### src/hw/rtl/sws_pkg.sv
package sws_pkg;

    localparam int HANDLE_W     = 16;
    localparam int CMD_W        = 2;
    localparam int ACT_W        = 3;
    localparam int STATE_W      = 2;
    localparam int QCNT_OUT_W   = 5;
    localparam int RETRY_LIM_W  = 8;
    localparam int RETRY_W      = 9;
    localparam int QLIM_W       = 4;
    localparam int Q_DEPTH_DEF  = 16;

    localparam int APB_ADDR_W   = 4;
    localparam int APB_DATA_W   = 32;

    localparam logic [1:0] REG_RETRY_LIMIT = 2'd0;
    localparam logic [1:0] REG_QUEUE_LIMIT = 2'd1;
    localparam logic [1:0] REG_START_STATE = 2'd2;

    localparam logic [RETRY_LIM_W-1:0] RETRY_LIMIT_RST = 8'd3;
    localparam logic [QLIM_W-1:0]      QUEUE_LIMIT_RST = 4'd15;
    localparam logic [STATE_W-1:0]     START_STATE_RST = 2'd0;

    localparam logic [STATE_W-1:0] ST_IDLE = 2'd0;
    localparam logic [STATE_W-1:0] ST_WAIT = 2'd1;
    localparam logic [STATE_W-1:0] ST_STOP = 2'd2;

    localparam logic [CMD_W-1:0] CMD_DATA  = 2'd0;
    localparam logic [CMD_W-1:0] CMD_ACK   = 2'd1;
    localparam logic [CMD_W-1:0] CMD_TIMER = 2'd2;

    localparam logic [ACT_W-1:0] ACT_NONE            = 3'd0;
    localparam logic [ACT_W-1:0] ACT_TRANSMIT        = 3'd1;
    localparam logic [ACT_W-1:0] ACT_ACK_RECEIVED    = 3'd2;
    localparam logic [ACT_W-1:0] ACT_STOP_FULL       = 3'd3;
    localparam logic [ACT_W-1:0] ACT_STOP_NO_RETRIES = 3'd4;
    localparam logic [ACT_W-1:0] ACT_STOP_OTHER      = 3'd5;
    localparam logic [ACT_W-1:0] ACT_DEFAULT         = 3'd6;

    typedef struct packed {
        logic [CMD_W-1:0]    command;
        logic [HANDLE_W-1:0] msg_handle;
    } t_req;

    typedef struct packed {
        logic [ACT_W-1:0]      action_code;
        logic [HANDLE_W-1:0]   msg_out;
        logic [STATE_W-1:0]    state_after;
        logic [QCNT_OUT_W-1:0] queued_count;
    } t_res;

    typedef struct packed {
        logic [RETRY_LIM_W-1:0] retry_limit;
        logic [QLIM_W-1:0]      queue_limit;
    } t_cfg;

    typedef struct packed {
        logic               en;
        logic [STATE_W-1:0] value;
    } t_state_load;

    typedef struct packed {
        logic                push;
        logic                pop;
        logic [HANDLE_W-1:0] data;
    } t_q_ctl;

    function automatic logic [STATE_W-1:0] sat_state(input logic [STATE_W-1:0] v);
        return (v > ST_STOP) ? ST_STOP : v;
    endfunction

endpackage

### src/hw/rtl/sws_queue.sv
module sws_queue
    import sws_pkg::*;
#(
    parameter int QUEUE_DEPTH = Q_DEPTH_DEF
) (
    input  logic                               i_clk,
    input  logic                               i_rst_n,
    input  t_q_ctl                             i_ctl,
    output logic [$clog2(QUEUE_DEPTH+1)-1:0]   o_count,
    output logic [HANDLE_W-1:0]                o_head_data
);

    localparam int PTR_W = $clog2(QUEUE_DEPTH);
    localparam int CNT_W = $clog2(QUEUE_DEPTH + 1);
    localparam logic [PTR_W-1:0] PTR_LAST = PTR_W'(QUEUE_DEPTH - 1);

    logic [HANDLE_W-1:0] r_mem [QUEUE_DEPTH];
    logic [HANDLE_W-1:0] r_head_data;
    logic [PTR_W-1:0]    r_head;
    logic [PTR_W-1:0]    r_tail;
    logic [CNT_W-1:0]    r_count;
    logic [PTR_W-1:0]    n_head;
    logic [PTR_W-1:0]    n_tail;
    logic [CNT_W-1:0]    n_count;

    always_comb begin
        n_head  = r_head;
        n_tail  = r_tail;
        n_count = r_count;
        if (i_ctl.pop) begin
            n_head  = (r_head == PTR_LAST) ? '0 : r_head + 1'b1;
            n_count = r_count - 1'b1;
        end
        if (i_ctl.push) begin
            n_tail  = (r_tail == PTR_LAST) ? '0 : r_tail + 1'b1;
            n_count = r_count + 1'b1;
        end
    end

    always_ff @(posedge i_clk) begin
        if (!i_rst_n) begin
            r_head  <= '0;
            r_tail  <= '0;
            r_count <= '0;
        end else begin
            r_head  <= n_head;
            r_tail  <= n_tail;
            r_count <= n_count;
        end
    end

    // write at tail, prefetch the entry at the next head
    always_ff @(posedge i_clk) begin
        if (i_ctl.push) begin
            r_mem[r_tail] <= i_ctl.data;
        end
        if (i_ctl.push && (r_tail == n_head)) begin
            r_head_data <= i_ctl.data;
        end else begin
            r_head_data <= r_mem[n_head];
        end
    end

    assign o_count     = r_count;
    assign o_head_data = r_head_data;

endmodule

### src/hw/rtl/sws_fsm.sv
module sws_fsm
    import sws_pkg::*;
#(
    parameter int QUEUE_DEPTH = Q_DEPTH_DEF
) (
    input  logic                               i_clk,
    input  logic                               i_rst_n,
    input  logic                               i_fire,
    input  t_req                               i_req,
    input  t_cfg                               i_cfg,
    input  t_state_load                        i_load,
    input  logic [$clog2(QUEUE_DEPTH+1)-1:0]   i_count,
    input  logic [HANDLE_W-1:0]                i_head_data,
    output t_q_ctl                             o_q_ctl,
    output t_res                               o_res
);

    localparam int CNT_W = $clog2(QUEUE_DEPTH + 1);
    localparam int CMP_W = (CNT_W > QLIM_W) ? CNT_W : QLIM_W;
    localparam int OUT_W = (CNT_W > QCNT_OUT_W) ? CNT_W : QCNT_OUT_W;

    logic [STATE_W-1:0]  r_state;
    logic [RETRY_W-1:0]  r_retry;
    logic [ACT_W-1:0]    r_action;
    logic [HANDLE_W-1:0] r_msg;
    logic [STATE_W-1:0]  n_state;
    logic [RETRY_W-1:0]  n_retry;
    logic [ACT_W-1:0]    n_action;
    logic [HANDLE_W-1:0] n_msg;
    logic [CNT_W-1:0]    n_count;
    logic [OUT_W-1:0]    count_ext;
    logic                over_limit;
    logic                room;
    logic                retry_ok;
    logic                push;
    logic                pop;

    assign over_limit = CMP_W'(i_count) > CMP_W'(i_cfg.queue_limit);
    assign room       = i_count < CNT_W'(QUEUE_DEPTH);
    assign retry_ok   = r_retry <= RETRY_W'(i_cfg.retry_limit);

    always_comb begin
        n_state  = r_state;
        n_retry  = r_retry;
        n_action = r_action;
        n_msg    = r_msg;
        push     = 1'b0;
        pop      = 1'b0;
        if (r_state == ST_IDLE && i_req.command == CMD_DATA) begin
            n_retry  = '0;
            n_action = ACT_TRANSMIT;
            n_msg    = i_req.msg_handle;
            n_state  = ST_WAIT;
        end else if (r_state == ST_WAIT && i_req.command == CMD_ACK) begin
            if (i_count == '0) begin
                n_action = ACT_ACK_RECEIVED;
                n_state  = ST_IDLE;
            end else begin
                n_retry  = '0;
                n_action = ACT_TRANSMIT;
                n_msg    = i_head_data;
                pop      = 1'b1;
            end
        end else if (r_state == ST_WAIT && i_req.command == CMD_TIMER) begin
            if (retry_ok) begin
                n_action = ACT_TRANSMIT;
                n_retry  = r_retry + 1'b1;
            end else begin
                n_action = over_limit ? ACT_STOP_FULL : ACT_STOP_NO_RETRIES;
            end
        end else if (r_state == ST_WAIT && i_req.command == CMD_DATA) begin
            if (!over_limit && room) begin
                push = 1'b1;
            end else begin
                n_action = ACT_STOP_FULL;
                n_state  = ST_STOP;
            end
        end else begin
            n_action = ACT_DEFAULT;
            n_state  = ST_IDLE;
        end
    end

    always_comb begin
        n_count = i_count;
        if (push) begin
            n_count = i_count + 1'b1;
        end else if (pop) begin
            n_count = i_count - 1'b1;
        end
    end

    assign count_ext = OUT_W'(n_count);

    always_ff @(posedge i_clk) begin
        if (!i_rst_n) begin
            r_state  <= sat_state(START_STATE_RST);
            r_retry  <= '0;
            r_action <= ACT_NONE;
            r_msg    <= '0;
        end else if (i_load.en) begin
            r_state <= sat_state(i_load.value);
        end else if (i_fire) begin
            r_state  <= n_state;
            r_retry  <= n_retry;
            r_action <= n_action;
            r_msg    <= n_msg;
        end
    end

    assign o_q_ctl.push = push && i_fire;
    assign o_q_ctl.pop  = pop && i_fire;
    assign o_q_ctl.data = i_req.msg_handle;

    assign o_res.action_code  = n_action;
    assign o_res.msg_out      = n_msg;
    assign o_res.state_after  = n_state;
    assign o_res.queued_count = count_ext[QCNT_OUT_W-1:0];

endmodule

### src/hw/rtl/stop_and_wait_sender_top.sv
// Stop-and-wait ARQ sender.
// Request channel: i_in_valid / o_in_stall / i_in_req carry one event (data, ack,
// timer or other) with a message handle. A request is taken at a clock edge with
// valid high and stall low.
// Result channel: o_out_valid / i_out_stall / o_out_res give exactly one result
// per request: held action code, current message, state and queue fill after it.
// A taken request waits in the request register; once the result register is
// free, the combinational event update between the two loads the result into it.
// While the receiver does not stall, one request is taken every cycle.
// When the receiver stalls, the result register holds; one further request may
// wait in the request register, after which o_in_stall rises.
// Configuration is through the APB port: retry limit at 0x0, queue limit at 0x4,
// start state at 0x8 (a write also reloads the state). Write only while idle.
// Reset loads the register defaults, the start state, an empty queue and no
// pending request or result; the queue store itself is not cleared.
module stop_and_wait_sender_top
    import sws_pkg::*;
#(
    parameter int QUEUE_DEPTH = Q_DEPTH_DEF
) (
    input  logic                  i_clk,
    input  logic                  i_rst_n,
    input  logic                  i_in_valid,
    output logic                  o_in_stall,
    input  t_req                  i_in_req,
    output logic                  o_out_valid,
    input  logic                  i_out_stall,
    output t_res                  o_out_res,
    input  logic                  psel,
    input  logic                  penable,
    input  logic                  pwrite,
    input  logic [APB_ADDR_W-1:0] paddr,
    input  logic [APB_DATA_W-1:0] pwdata,
    output logic [APB_DATA_W-1:0] prdata,
    output logic                  pready
);

    localparam int CNT_W = $clog2(QUEUE_DEPTH + 1);

    logic                   r_in_valid;
    t_req                   r_in;
    logic                   r_out_valid;
    t_res                   r_out;
    logic [RETRY_LIM_W-1:0] r_retry_limit;
    logic [QLIM_W-1:0]      r_queue_limit;
    logic [STATE_W-1:0]     r_start_state;
    logic                   in_take;
    logic                   out_take;
    logic                   out_free;
    logic                   fire;
    logic                   cfg_wr;
    logic [1:0]             reg_idx;
    t_cfg                   cfg;
    t_state_load            load;
    t_q_ctl                 q_ctl;
    t_res                   res;
    logic [CNT_W-1:0]       q_count;
    logic [HANDLE_W-1:0]    q_head_data;

    assign out_take   = r_out_valid && !i_out_stall;
    assign out_free   = !r_out_valid || !i_out_stall;
    assign fire       = r_in_valid && out_free;
    assign o_in_stall = r_in_valid && !out_free;
    assign in_take    = i_in_valid && !o_in_stall;

    always_ff @(posedge i_clk) begin
        if (!i_rst_n) begin
            r_in_valid  <= 1'b0;
            r_out_valid <= 1'b0;
        end else begin
            if (in_take) begin
                r_in_valid <= 1'b1;
            end else if (fire) begin
                r_in_valid <= 1'b0;
            end
            if (fire) begin
                r_out_valid <= 1'b1;
            end else if (out_take) begin
                r_out_valid <= 1'b0;
            end
        end
    end

    always_ff @(posedge i_clk) begin
        if (in_take) begin
            r_in <= i_in_req;
        end
        if (fire) begin
            r_out <= res;
        end
    end

    assign pready  = 1'b1;
    assign reg_idx = paddr[3:2];
    assign cfg_wr  = psel && penable && pwrite;

    always_ff @(posedge i_clk) begin
        if (!i_rst_n) begin
            r_retry_limit <= RETRY_LIMIT_RST;
            r_queue_limit <= QUEUE_LIMIT_RST;
            r_start_state <= START_STATE_RST;
        end else if (cfg_wr) begin
            case (reg_idx)
                REG_RETRY_LIMIT: r_retry_limit <= pwdata[RETRY_LIM_W-1:0];
                REG_QUEUE_LIMIT: r_queue_limit <= pwdata[QLIM_W-1:0];
                REG_START_STATE: r_start_state <= pwdata[STATE_W-1:0];
                default: begin
                end
            endcase
        end
    end

    always_comb begin
        case (reg_idx)
            REG_RETRY_LIMIT: prdata = APB_DATA_W'(r_retry_limit);
            REG_QUEUE_LIMIT: prdata = APB_DATA_W'(r_queue_limit);
            REG_START_STATE: prdata = APB_DATA_W'(r_start_state);
            default:         prdata = '0;
        endcase
    end

    assign cfg.retry_limit = r_retry_limit;
    assign cfg.queue_limit = r_queue_limit;
    assign load.en         = cfg_wr && (reg_idx == REG_START_STATE);
    assign load.value      = pwdata[STATE_W-1:0];

    sws_fsm #(
        .QUEUE_DEPTH (QUEUE_DEPTH)
    ) u_fsm (
        .i_clk       (i_clk),
        .i_rst_n     (i_rst_n),
        .i_fire      (fire),
        .i_req       (r_in),
        .i_cfg       (cfg),
        .i_load      (load),
        .i_count     (q_count),
        .i_head_data (q_head_data),
        .o_q_ctl     (q_ctl),
        .o_res       (res)
    );

    sws_queue #(
        .QUEUE_DEPTH (QUEUE_DEPTH)
    ) u_queue (
        .i_clk       (i_clk),
        .i_rst_n     (i_rst_n),
        .i_ctl       (q_ctl),
        .o_count     (q_count),
        .o_head_data (q_head_data)
    );

    assign o_out_valid = r_out_valid;
    assign o_out_res   = r_out;

endmodule

### config.mk
export PLATFORM = sky130hd
export DESIGN_NAME = stop_and_wait_sender_top
export DESIGN_NICKNAME = d
export VERILOG_FILES = /design/src/hw/rtl/sws_pkg.sv /design/src/hw/rtl/sws_queue.sv /design/src/hw/rtl/sws_fsm.sv /design/src/hw/rtl/stop_and_wait_sender_top.sv
export SDC_FILE = /design/constraint.sdc
export NUM_CORES = 1
export LEC_CHECK = 0
export ABC_CLOCK_PERIOD_IN_PS = 2800
export BUFFER_PORTS_ARGS = -buffer_cell sky130_fd_sc_hd__buf_4
export CAP_MARGIN = 20
export CELL_PAD_IN_SITES_DETAIL_PLACEMENT = 0
export CELL_PAD_IN_SITES_GLOBAL_PLACEMENT = 2
export CORE_ASPECT_RATIO = 1.75
export CORE_MARGIN = 2
export CORE_UTILIZATION = 30
export DETAILED_ROUTE_END_ITERATION = 10
export GPL_TIMING_DRIVEN = 1
export PLACE_DENSITY = 0.7
export SKIP_CTS_REPAIR_TIMING = 1
export SYNTH_ARGS = -nofsm -noshare
export SYNTH_HDL_FRONTEND = slang
export SYNTH_SLANG_ARGS = --single-unit
export TNS_END_PERCENT = 1
### constraint.sdc
create_clock -name i_clk -period 2.8 [get_ports i_clk]
set_input_delay 0 -clock i_clk [delete_from_list [all_inputs] [get_ports i_clk]]
set_output_delay 0 -clock i_clk [all_outputs]
set_load 0.02 [all_outputs]
* Word-level counts from Yosys, hierarchy flattened
Memory sizes are Yosys's and may differ from the RTL's. A register that Yosys moved wholly into a read port is not among the register bits.
Cells that the tools add are included.
** Storage, ports and cells
- RAM bits :: 256
- Word-level logic and storage cells :: 119
- Memories kept :: 1
- Input bits :: 61
- Register bits :: 103
** Memory list
- u_queue.r_mem :: depth 16, width 16, read ports 1, clocked after Yosys merged registers in 1, wr ports 1, line sws_queue.sv:17 : logic [HANDLE_W-1:0] r_mem [QUEUE_DEPTH];
** Operators by class
- Mux-type cells :: 47
- Reductions and logical operators :: 35
- Eq/ne operators :: 8
- Bitwise gates (word level) :: 1
- Add/sub/neg operators :: 5
- Magnitude comparators :: 4
** Operators by type and width (count)
- $mux 16 :: 3
- $mux 9 :: 5
- $pmux 8 s3 :: 1
- $mux 3 :: 7
- $mux 2 :: 10
- $mux 5 :: 4
- $logic_and 1x1->1 :: 14
- $mux 1 :: 14
- $mux 4 :: 3
- $add 9x1->9 const B :: 1
- $le 9x8->1 :: 1
- $add 4x1->4 const B :: 2
- $eq 4x4->1 const B :: 2
- $reduce_and 2->1 :: 4
- $reduce_bool 2->1 :: 4
- $eq 2x1->1 const B :: 3
- $logic_not 2->1 :: 3
- $reduce_bool 3->1 :: 2
- $add 5x1->5 const B :: 1
- $gt 5x4->1 :: 1
- $logic_not 1->1 :: 5
- $logic_not 5->1 :: 1
- $lt 5x5->1 const B :: 1
- $reduce_and 5->1 :: 1
- other kinds (6) :: 7

* Logic depth before layout (Yosys ltp)
Gate-level depths: netlist of run 1.
- Word-level depth :: 11
- Gate-level depth with buffers :: 9
- Depth with buffers taken out :: 7

* Modules after synthesis
Synthesis of run 1 repeated with hierarchy kept, for this count alone.
** Unflattened totals
- Cell total of the unflattened synthesis :: 951
- Area, all modules :: 15368.5 µm²
** Modules (own cells, without submodules)
- sws_queue :: area an instance 10597.7 µm², cells an instance 502, seq. area each 8027.7 µm², times used 1
- sws_fsm :: area an instance 2464.9 µm², cells an instance 290, seq. area each 600.6 µm², times used 1
- stop_and_wait_sender_top :: area an instance 2306.0 µm², cells an instance 159, seq. area each 1641.6 µm², times used 1

* Worst setup path after synthesis of run 1
No wires, ideal clock.
- Kind :: register to register
- Start :: register r_in[16] (netlist bit)
- End :: memory u_queue.r_mem[3][0] (enable)
- Clock period less this slack :: 2886 ps
- Setup time :: 409 ps
- Arrival :: 2476 ps
- Slack :: -86 ps
- Cell stages (with the launch flop) :: 6
- Cells stage by stage :: edfxtp_1 buf_2 or4b_4 nor2_2 o211ai_1 nor3_1
** Between the ends
- Word-level cells in the longest chain between the ends :: 9
** RTL lines
- start: declaration :: line stop_and_wait_sender_top.sv:41 : t_req r_in;
- start signal: assignment :: line stop_and_wait_sender_top.sv:86 : r_in <= i_in_req;
- $logic_not 2->1 :: line sws_fsm.sv:49, sws_fsm.sv:71
- $logic_and 1x1->1 :: line sws_fsm.sv:71 : end else if (r_state == ST_WAIT && i_req.command == CMD_DATA) begin
- $mux 1 :: line sws_fsm.sv:71
- $mux 1 :: line sws_fsm.sv:64 : end else if (r_state == ST_WAIT && i_req.command == CMD_TIMER) begin
- $mux 1 :: line sws_fsm.sv:54 : end else if (r_state == ST_WAIT && i_req.command == CMD_ACK) begin
- $mux 1 * :: line sws_fsm.sv:49 : if (r_state == ST_IDLE && i_req.command == CMD_DATA) begin
- $logic_and 1x1->1 * :: line sws_fsm.sv:111 : assign o_q_ctl.push = push && i_fire;
- $mux 1 * :: line sws_queue.sv:54 : if (i_ctl.push) begin
- $mux 1 (not written as such) * :: line sws_queue.sv:55 : r_mem[r_tail] <= i_ctl.data;
- end: declaration :: line sws_queue.sv:17
Mark *: on every way between the ends. The rest lies on a longest branch, timed or not.

* Worst setup path after layout of run 1
- Start :: register r_queue_limit[2]
- End :: memory u_queue.r_mem[2][12] (enable)
** Between the ends
- Word-level cells in the longest chain between the ends :: 11
** RTL lines
- start: declaration :: line stop_and_wait_sender_top.sv:45 : logic [QLIM_W-1:0] r_queue_limit;
- start signal: assignment :: line stop_and_wait_sender_top.sv:105 : REG_QUEUE_LIMIT: r_queue_limit <= pwdata[QLIM_W-1:0];
- $gt 5x4->1 :: line sws_fsm.sv:38 : assign over_limit = CMP_W'(i_count) > CMP_W'(i_cfg.queue_limit);
- $logic_not 1->1 :: line sws_fsm.sv:72 : if (!over_limit && room) begin
- $logic_and 1x1->1 :: line sws_fsm.sv:72
- $mux 1 :: line sws_fsm.sv:72
- $mux 1 :: line sws_fsm.sv:71
- $mux 1 :: line sws_fsm.sv:64
- $mux 1 :: line sws_fsm.sv:54
- $mux 1 :: line sws_fsm.sv:49
- $logic_and 1x1->1 :: line sws_fsm.sv:111
- $mux 1 :: line sws_queue.sv:54
- $mux 1 (not written as such) :: line sws_queue.sv:55
Every way passes these cells.

==> results.py, run 1 <==
metrics = {
    "die": {
        "die_h_um": 301.1,
        "rows": 108,
        "dieArea_sq_mm": 0.05232,
        "die_x_um": 173.8,
        "initial_core_util": 0.3043,
        "io_pins": 122,
        "core_sq_mm": 0.04973,
    },
    "global_route": {
        "grt_pass1_wl_mm": 53.57,
        "antenna_found_initial": 0,
        "grt_pass1_vias": 8894,
        "grtUsageTotal": 0.1356,
        "overflow": 0,
        "grt_max_degree": 41,
    },
    "placed_design": {
        "port_buffers": 70,
        "hpwl_mm": 23.72,
        "place.gp.congestion": 0.7753,
        "postPlaceCellArea_sq_mm": 0.01690,
    },
    "final_layout": {
        "diodes": 0,
        "syn2layout_area_growth_pct": 21.43,
        "seqCellArea_sq_mm": 0.01028,
        "nets": 1213,
        "fin_area_sq_mm": 0.01837,
        "layout_commonest_cell": "edfxtp_1",
        "nFillCells": 4789,
        "layout_common_cells": "300 x edfxtp_1, 105 x buf_4, 64 x mux4_2",
        "multi_input_area_sq_mm": 0.004342,
        "drive_gt1_frac": 0.2286,
    },
    "clocking": {
        "insertion_delay_ns": 0.53,
        "cts_tree": "yes",
        "cts.root.buffer_cell": "clkbuf_16",
        "clock_sinks": 363,
        "htreeDepth": 2,
        "numCtsBuffers": 34,
        "clockBufferDepth": 3,
        "clk_pin_slew_ns": 0.07,
    },
    "power": {
        "powerDensity_mw_per_mm2": 614.7,
        "vdd_ir_drop_max_uv": 396.6,
        "clockPowerShare": 0.430,
        "power_switching_mw": 2.354,
        "p_seq_frac": 0.530,
        "power.internal_mw": 8.940,
        "swShare": 0.2085,
        "p_leak_nw": 6.160,
        "power.share.combinational": 0.040,
    },
    "synthesis": {
        "synth.distinct_cells": 65,
        "synth-main-ff-cell": "edfxtp_1",
        "ys_warn_count": 0,
        "yosysSeqAreaShare": 0.6787,
        "synth_seq_cells": 363,
        "postSynthAreaPerCell_sq_um": 15.33,
        "netlist_area_sq_mm": 0.01513,
        "synth_edf_count": 300,
        "ys_async_sr_fraction": 0,
        "synthCells": 987,
    },
    "sta": {
        "drv_slew": 0,
        "slew_headroom": 0.3456,
        "setup_viol": 0,
        "fin_worst_skew_ns": 0.03344,
        "tightest_slew_ns": 0.9568,
        "max_freq_mhz": 382.0,
        "post-route-min-period_ns": 2.618,
        "finalCritPeriodShare": 0.9348,
        "rsz0062_at_grt": "no",
        "tns_ns": 0,
        "hold_viol_final": 3,
        "hold_ws_ns": -0.01039,
    },
    "detailed_routing": {
        "drtIter0Drc": 590,
        "drtPass1Iterations": 4,
        "ant_nets": 0,
        "vias": 8494,
        "vias_per_cell": 4.680,
        "wl_mm": 35.27,
        "drc": 0,
        "avgRoutedWirePerCell_um": 19.43,
    },
    "flow_run": {
        "maxCapViolCount": 0,
    },
    "worst_setup_path": {
        "worst_setup_path_end_kind": "flip-flop",
        "cp_max_fo": 16,
        "path_class": "reg -> reg",
        "cp-start-kind": "flip-flop",
        "critical_path_arrival_ns": 2.82,
        "required_ns": 3.00,
    },
    "worst_hold_path": {
        "hold_class": "in -> reg",
    },
    "outcome": {
        "violations": "hold timing",
        "outcome": "finished with violations",
    },
}
## flip-flops by register name, summed over array words and instances, names as in the netlist, named ones only
name	count
r_retry_limit	8
r_in	18
u_fsm.r_msg	16
u_fsm.r_action	3
u_queue.o_count	5
u_queue.r_tail	4
o_out_res	26
r_in_valid	1
u_fsm.r_retry	9
r_start_state	2
o_out_valid	1
u_queue.r_mem	256
u_fsm.r_state	2
r_queue_limit	4
u_queue.r_head	4
## path summary, 6_finish.rpt
kind                          from                    to  slack [ns]  depth (start not counted)
setup / recovery  r_queue_limit[2]  u_queue.r_mem[2][12]        0.18                          7
hold / removal            paddr[3]      r_retry_limit[2]       -0.01                          4
setup reg to reg  r_queue_limit[2]  u_queue.r_mem[2][12]        0.18                          7
hold reg to reg   r_retry_limit[7]      r_retry_limit[7]        0.45                          2
## power by group through the flow
stage	combinational (mW)	clock, mW	sequential, mW
finish	0.454	4.86	5.98
global route	0.500	5.18	5.99
CTS	0.428	5.01	5.98
detailed placement	0.427	0	6.10
global placement	0.423	0	6.09
floorplan	0.243	0	6.10
## area by class of cell
class,count,area share
sequential,363,0.5593
clock inverter,19,0.01396
tap,660,0.04494
clock buffer,40,0.04869
multi-input combinational,517,0.2363
timing repair buffer,160,0.08539
inverter,56,0.01144
## synth_stat cells (8+ instances only)
library cell	n	area share
nand3_1	27	0.0089
o221ai_1	19	0.011
clkbuf_1	28	0.0069
o21ai_0	30	0.0099
buf_2	16	0.0053
nor2_1	57	0.014
inv_1	54	0.013
mux4_2	64	0.095
edfxtp_1	300	0.60
a21oi_1	38	0.013
nor3_1	8	0.0026
dfxtp_1	63	0.083
and3_1	17	0.0070
mux2i_1	47	0.031
nand2_1	61	0.015
ha_1	20	0.017
buf_4	27	0.013
## per-stage QoR
stage	util	hold slack (ns)	setup WS [ns]	instances	power, mW
finish	0.3695	-0.01039	0.1825	1815	11.29
CTS	0.3630	-0.3719	0.1486	1783	11.42
global route	0.3695	0.03216	0.01076	1815	11.67
global placement	0.3399	0.1792	0.2171	1724	6.517
detailed placement	0.3399	0.1816	0.1954	1724	6.528
floorplan	-	0.09887	0.2923	1010	6.344
## per-layer routing
metal  wire length (um)  track usage
met1              13170       0.1465
met2              19730       0.2648
met3               1170      0.01677
met4               1203      0.05502
met5                  0            0
## cell families after synthesis
kind of cell,Yosys count,synth area share
AOI/OAI and AO/OA,131,0.05714
xor gates and xnor gates,6,0.003474
adders and majority gates,20,0.01654
buffers and inverters,130,0.04077
DFF,363,0.6787
muxes,114,0.1286
other,2,0.0004963
and+or+nand+nor,221,0.07426
## critical path, stage by stage (launching register included)
cell and delay [ns]:
dfxtp_1 0.33, inv_1 0.06, ha_1 0.30, nand3_1 0.16
or2_2 0.37, a21boi_2 0.53, and3_1 0.32, buf_12 0.18
No activity file was read; power rests on OpenSTA's default activity.
==> run 2, diff against run 1 <==
--- a/config.mk
+++ b/config.mk
@@ -5,7 +5,7 @@
 export SDC_FILE = /design/constraint.sdc
 export NUM_CORES = 1
 export LEC_CHECK = 0
-export ABC_CLOCK_PERIOD_IN_PS = 2800
+export ABC_CLOCK_PERIOD_IN_PS = 2570
 export BUFFER_PORTS_ARGS = -buffer_cell sky130_fd_sc_hd__buf_4
 export CAP_MARGIN = 20
 export CELL_PAD_IN_SITES_DETAIL_PLACEMENT = 0
@@ -15,7 +15,7 @@
 export CORE_UTILIZATION = 30
 export DETAILED_ROUTE_END_ITERATION = 10
 export GPL_TIMING_DRIVEN = 1
-export PLACE_DENSITY = 0.7
+export PLACE_DENSITY = 0.68
 export SKIP_CTS_REPAIR_TIMING = 1
 export SYNTH_ARGS = -nofsm -noshare
 export SYNTH_HDL_FRONTEND = slang
==> constraint.sdc (replaced) <==
create_clock -name i_clk -period 2.57 [get_ports i_clk]
set_input_delay 0 -clock i_clk [delete_from_list [all_inputs] [get_ports i_clk]]
set_output_delay 0 -clock i_clk [all_outputs]
set_load 0.02 [all_outputs]
==> run 2 against run 1 <==
  * The run still ends with hold timing left
  * Clock power grew 1%
  * Critical path type unchanged
  * Hold slack worse by 0.012 ns
  * Core utilization down 0.17 points
  * Power up 5.8%
  * First-iteration DRC count is 2.5% lower
  * Clock skew fell by 0.012 ns
==> results.py, run 2 (synthesized netlist as in run 1, its figures left out) <==
metrics = {
    "outcome": {
        "outcome": "finished with violations",
        "violations": "hold timing",
    },
    "worst_setup_path": {
        "crit_chain": "buf_4, ha_1, nand3_1, o221ai_1, a21boi_2, buf_4, buf_4, or3_1, o311a_1",
        "worst_setup_path_end_kind": "flip-flop",
        "ff2ff_path_depth": 9,
        "cpPeakStageDelay_ns": 0.52,
        "crit_top_cell": "buf_4",
        "cp_max_fo": 14,
        "critical_path_arrival_ns": 2.84,
        "path_class": "reg -> reg",
        "cpMaxStageDelayCell": "o221ai_1",
        "r2r_slack_ns": 0.14,
        "cp_top_family": "compound AO/OA/AOI/OAI gates",
        "path_buf_inv": 3,
        "reg2reg_from": "u_queue.o_count[1]",
        "cp-start-kind": "flip-flop",
        "required_ns": 2.98,
        "reg2reg_to": "u_queue.o_count[3]",
    },
    "global_route": {
        "antenna_found_initial": 0,
        "grt_max_degree": 65,
        "overflow": 0,
        "grtUsageTotal": 0.1349,
        "grt_pass1_wl_mm": 53.72,
        "grt_pass1_vias": 8963,
    },
    "die": {
        "die_x_um": 173.8,
        "initial_core_util": 0.3043,
        "core_sq_mm": 0.04973,
        "rows": 108,
        "dieArea_sq_mm": 0.05232,
        "die_h_um": 301.1,
        "io_pins": 122,
    },
    "sta": {
        "post-route-min-period_ns": 2.427,
        "setup_viol": 0,
        "slew_headroom": 0.5261,
        "hold_viol_final": 8,
        "tns_ns": 0,
        "hold_ws_ns": -0.02201,
        "drv_slew": 0,
        "fin_worst_skew_ns": 0.02096,
        "max_freq_mhz": 412.0,
        "rsz0062_at_grt": "no",
        "tightest_slew_ns": 0.7069,
        "finalCritPeriodShare": 0.9444,
    },
    "clocking": {
        "cts.root.buffer_cell": "clkbuf_16",
        "htreeDepth": 2,
        "clock_sinks": 363,
        "numCtsBuffers": 36,
        "clk_pin_slew_ns": 0.07,
        "insertion_delay_ns": 0.53,
        "cts_tree": "yes",
        "clockBufferDepth": 3,
    },
    "final_layout": {
        "drive_gt1_frac": 0.2284,
        "diodes": 0,
        "nFillCells": 4739,
        "largest_reg_flops": 256,
        "layout_common_cells": "300 x edfxtp_1, 106 x buf_4, 64 x mux4_2",
        "instances_no_fill": 1820,
        "regMostFlops": "u_queue.r_mem",
        "layout_commonest_cell": "edfxtp_1",
        "nets": 1214,
        "syn2layout_area_growth_pct": 20.89,
    },
    "detailed_routing": {
        "wl_mm": 35.40,
        "vias": 8587,
        "ant_nets": 0,
        "drtIter0Drc": 575,
        "drc": 0,
        "vias_per_cell": 4.718,
        "avgRoutedWirePerCell_um": 19.45,
        "drtPass1Iterations": 5,
    },
    "placed_design": {
        "place.gp.congestion": 0.7866,
        "hpwl_mm": 23.30,
        "dp.cells": 1725,
        "port_buffers": 70,
    },
    "power": {
        "powerDensity_mw_per_mm2": 653.2,
        "p_leak_nw": 6.130,
        "vdd_ir_drop_max_uv": 377.6,
    },
    "worst_hold_path": {
        "holdPathEnd": "u_queue.r_tail[1]",
        "holdPathStages": 4,
        "hold_class": "in -> reg",
        "hp-start": "i_rst_n",
    },
    "flow_run": {
        "maxCapViolCount": 0,
    },
}
==> run 2: cell count changes in the layout (fill, tap and decap cells not counted), sizes merged <==
cell,change
clkinv,+8
clkbuf,+6
bufinv,-5
clkinvlp,-2
dlygate4sd3,-2
buf,+1
inv,-1
==> run 2: worst max path at each step <==
| stage | startpoint | end | slack [ns] | cells past startpoint |
|---|---|---|---|---|
| 6_report | u_queue.o_count[1] | u_queue.o_count[3] | 0.14 | 9 |
| 5_1_grt | u_queue.o_count[1] | u_queue.o_count[3] | 0.006 | 9 |
| 4_1_cts | r_retry_limit[7] | u_fsm.r_retry[5] | 0.13 | 8 |
| 3_5_place_dp | u_queue.o_count[1] | u_queue.o_count[3] | 0.16 | 9 |
| 3_3_place_gp | r_retry_limit[7] | u_fsm.r_retry[5] | 0.05 | 8 |
| 2_1_floorplan | r_in[16] | u_queue.r_mem[7][0] | 0.06 | 5 |
==> run 2: metal layers <==
metal | GRT usage | part of all wire | vias to the layer above
li1 | - | - | 4037
met1 | 0.1448 | 0.39 | 4306
met2 | 0.2654 | 0.55 | 192
met3 | 0.01841 | 0.033 | 52
met4 | 0.05002 | 0.029 | 0
met5 | 0 | 0 | -
==> run 2: power breakdown <==
group / internal [mW] / switching [mW]
combinational: 0.200 / 0.306
clock: 2.71 / 2.22
sequential: 6.44 / 0.0773
==> run 2: through the flow <==
stage / total power [mW] / setup WS (ns) / utilization / cell area, sq um
5_1_grt: 12.37 / 0.005960 / 0.3678 / 18290
6_report: 11.95 / 0.1429 / 0.3678 / 18290
4_1_cts: 12.08 / 0.1254 / 0.3616 / 17980
3_5_place_dp: 7.121 / 0.1594 / 0.3401 / 16910
2_1_floorplan: 6.912 / 0.06230 / - / 15220
3_3_place_gp: 7.113 / 0.04564 / 0.3401 / 16910
==> run 2: layout make-up <==
class                           instances  area [sq um]  area share
Clock buffer                           46         938.4     0.05130
Clock inverter                         19         135.1    0.007388
Inverter                               56         210.2     0.01149
Multi-Input combinational cell        517          4349      0.2378
Sequential cell                       363         10280      0.5618
Tap cell                              660         825.8     0.04515
Timing Repair Buffer                  159          1556     0.08509
==> run 2: worst reg2reg max path: stages, from the launching register on <==
cell and delay, ns:
dfxtp_1 0.31, buf_4 0.16, ha_1 0.28, nand3_1 0.13
o221ai_1 0.52, a21boi_2 0.09, buf_4 0.20, buf_4 0.18
or3_1 0.31, o311a_1 0.13
==> run 3, diff against run 2 <==
--- a/config.mk
+++ b/config.mk
@@ -16,6 +16,7 @@
 export DETAILED_ROUTE_END_ITERATION = 10
 export GPL_TIMING_DRIVEN = 1
 export PLACE_DENSITY = 0.68
+export SETUP_SLACK_MARGIN = 0.4
 export SKIP_CTS_REPAIR_TIMING = 1
 export SYNTH_ARGS = -nofsm -noshare
 export SYNTH_HDL_FRONTEND = slang
==> run 3 against run 2 <==
  * The run still ends with hold timing left
  * Worst setup slack gained 0.14 ns
  * Count of clock-buffer cells in the layout grew 8
  * Cell area grew 2.5%
  * Die area is the same
  * Combinational power grew 7.1%
  * Critical path depth shrank 3
  * Clock power grew 4.5%
  * First-iteration DRC count shrank 22%
  * Sequential share of layout area shrank 1.3 points
  * Flip-flop and latch count is the same
  * Global-route usage grew 0.27 points
  * Highest routed layer unchanged
==> results.py, run 3 (synthesized netlist as in run 1, its figures left out) <==
metrics = {
    "power": {
        "vdd_ir_drop_max_uv": 330.0,
        "p_leak_nw": 6.276,
        "total_power_mw": 12.19,
        "powerDensity_mw_per_mm2": 649.8,
    },
    "detailed_routing": {
        "met3_wirelength_mm": 1.102,
        "wl_mm": 36.40,
        "highest_layer": "met4",
        "avgRoutedWirePerCell_um": 19.82,
        "drtIter0Drc": 448,
        "vias_per_cell": 4.705,
        "wl_met1_mm": 13.76,
        "ant_nets": 0,
        "drc": 0,
        "vias": 8644,
        "drtPass1Iterations": 4,
        "dr_wl_met2_mm": 20.52,
    },
    "sta": {
        "fin_worst_skew_ns": 0.01505,
        "hold_viol_final": 5,
        "slew_headroom": 0.5586,
        "post-route-min-period_ns": 2.290,
        "finalCritPeriodShare": 0.8912,
        "rsz0062_at_grt": "yes",
        "finalWorstSetupSlack_ns": 0.2795,
        "max_freq_mhz": 436.6,
        "tightest_slew_ns": 0.6585,
        "setup_viol": 0,
        "drv_slew": 0,
        "hold_ws_ns": -0.01363,
        "tns_ns": 0,
    },
    "worst_hold_path": {
        "holdPathStages": 4,
        "hold_class": "in -> reg",
    },
    "outcome": {
        "outcome": "finished with violations",
        "violations": "hold timing",
    },
    "global_route": {
        "overflow": 0,
        "grtUsageTotal": 0.1376,
        "grt_pass1_vias": 9132,
        "grt_pass1_wl_mm": 54.80,
        "grt_max_degree": 45,
        "antenna_found_initial": 0,
    },
    "final_layout": {
        "layout_commonest_cell": "edfxtp_1",
        "diodes": 0,
        "layout_common_cells": "300 x edfxtp_1, 123 x buf_4, 64 x mux4_2",
        "fin_util": 0.3772,
        "syn2layout_area_growth_pct": 23.96,
        "nets": 1233,
        "drive_gt1_frac": 0.2838,
        "fin_area_sq_mm": 0.01876,
        "largest_reg_flops": 256,
        "regMostFlops": "u_queue.r_mem",
        "instances_no_fill": 1837,
    },
    "die": {
        "initial_core_util": 0.3043,
        "dieArea_sq_mm": 0.05232,
        "die_h_um": 301.1,
        "core_sq_mm": 0.04973,
        "die_x_um": 173.8,
        "io_pins": 122,
        "rows": 108,
    },
    "clocking": {
        "clk_pin_slew_ns": 0.06,
        "clock_sinks": 363,
        "numCtsBuffers": 35,
        "cts_tree": "yes",
        "insertion_delay_ns": 0.52,
        "cts.root.buffer_cell": "clkbuf_16",
        "clockBufferDepth": 3,
        "htreeDepth": 2,
    },
    "worst_setup_path": {
        "worst_setup_path_end_kind": "flip-flop",
        "required_ns": 2.79,
        "critical_path_arrival_ns": 2.51,
        "cp_max_fo": 16,
        "ff2ff_path_depth": 6,
        "path_class": "reg -> reg",
        "cp-start-kind": "flip-flop",
    },
    "placed_design": {
        "place.gp.congestion": 0.7700,
        "dp.cells": 1736,
        "postPlaceCellArea_sq_mm": 0.01700,
        "dp_slack_ns": 0.1352,
        "hpwl_mm": 23.59,
        "port_buffers": 70,
    },
    "flow_run": {
        "maxCapViolCount": 0,
    },
}
[run 3: cell count changes in the layout (fill, tap and decap cells not counted), moves of 5 or more]
| cell | before | now |
|---|---|---|
| buf_4 | 106 | 123 |
| and3_1 | 17 | 4 |
| and3_2 | 0 | 11 |
| clkinv_1 | 10 | 1 |
| dfxtp_1 | 60 | 51 |
| dfxtp_2 | 2 | 11 |
| clkbuf_16 | 36 | 41 |
[run 3: report_power, final]
group	leakage (nW)	internal, mW	switching, mW
clock network	0.557	3.01	2.14
registers	3.24	6.44	0.0622
logic	2.48	0.210	0.332
[run 3: area by class of cell]
cell class / count / area [sq um]
repair buffers: 179 / 1729
multi-input cells: 517 / 4567
flip-flops and latches: 363 / 10290
well taps: 660 / 825.8
clock inverters: 8 / 93.84
clock buffers: 54 / 1042
fillers: 4731 / 30970
inverters: 56 / 211.5
[run 3: routing by layer]
| metal | global-route usage | vias to the layer above |
|---|---|---|
| li1 | - | 4066 |
| met2 | 0.2686 | 179 |
| met5 | 0 | - |
| met4 | 0.04942 | 0 |
| met3 | 0.01765 | 57 |
| met1 | 0.1508 | 4342 |
[run 3: path summary, 6_finish.rpt]
check | start | endpoint | slack, ns
hold reg to reg | r_start_state[1] | r_start_state[1] | 0.46
setup reg to reg | r_in[17] | u_queue.r_mem[4][10] | 0.28
hold / removal | i_rst_n | u_queue.r_tail[2] | -0.01
setup / recovery | r_in[17] | u_queue.r_mem[4][10] | 0.28
[run 3: critical path, cell delays in order (launching register included)]
cell and delay [ns]:
edfxtp_1 0.50, or4b_4 0.56, nor2_4 0.11, a21boi_4 0.25
buf_6 0.15, and3_2 0.21, buf_12 0.18
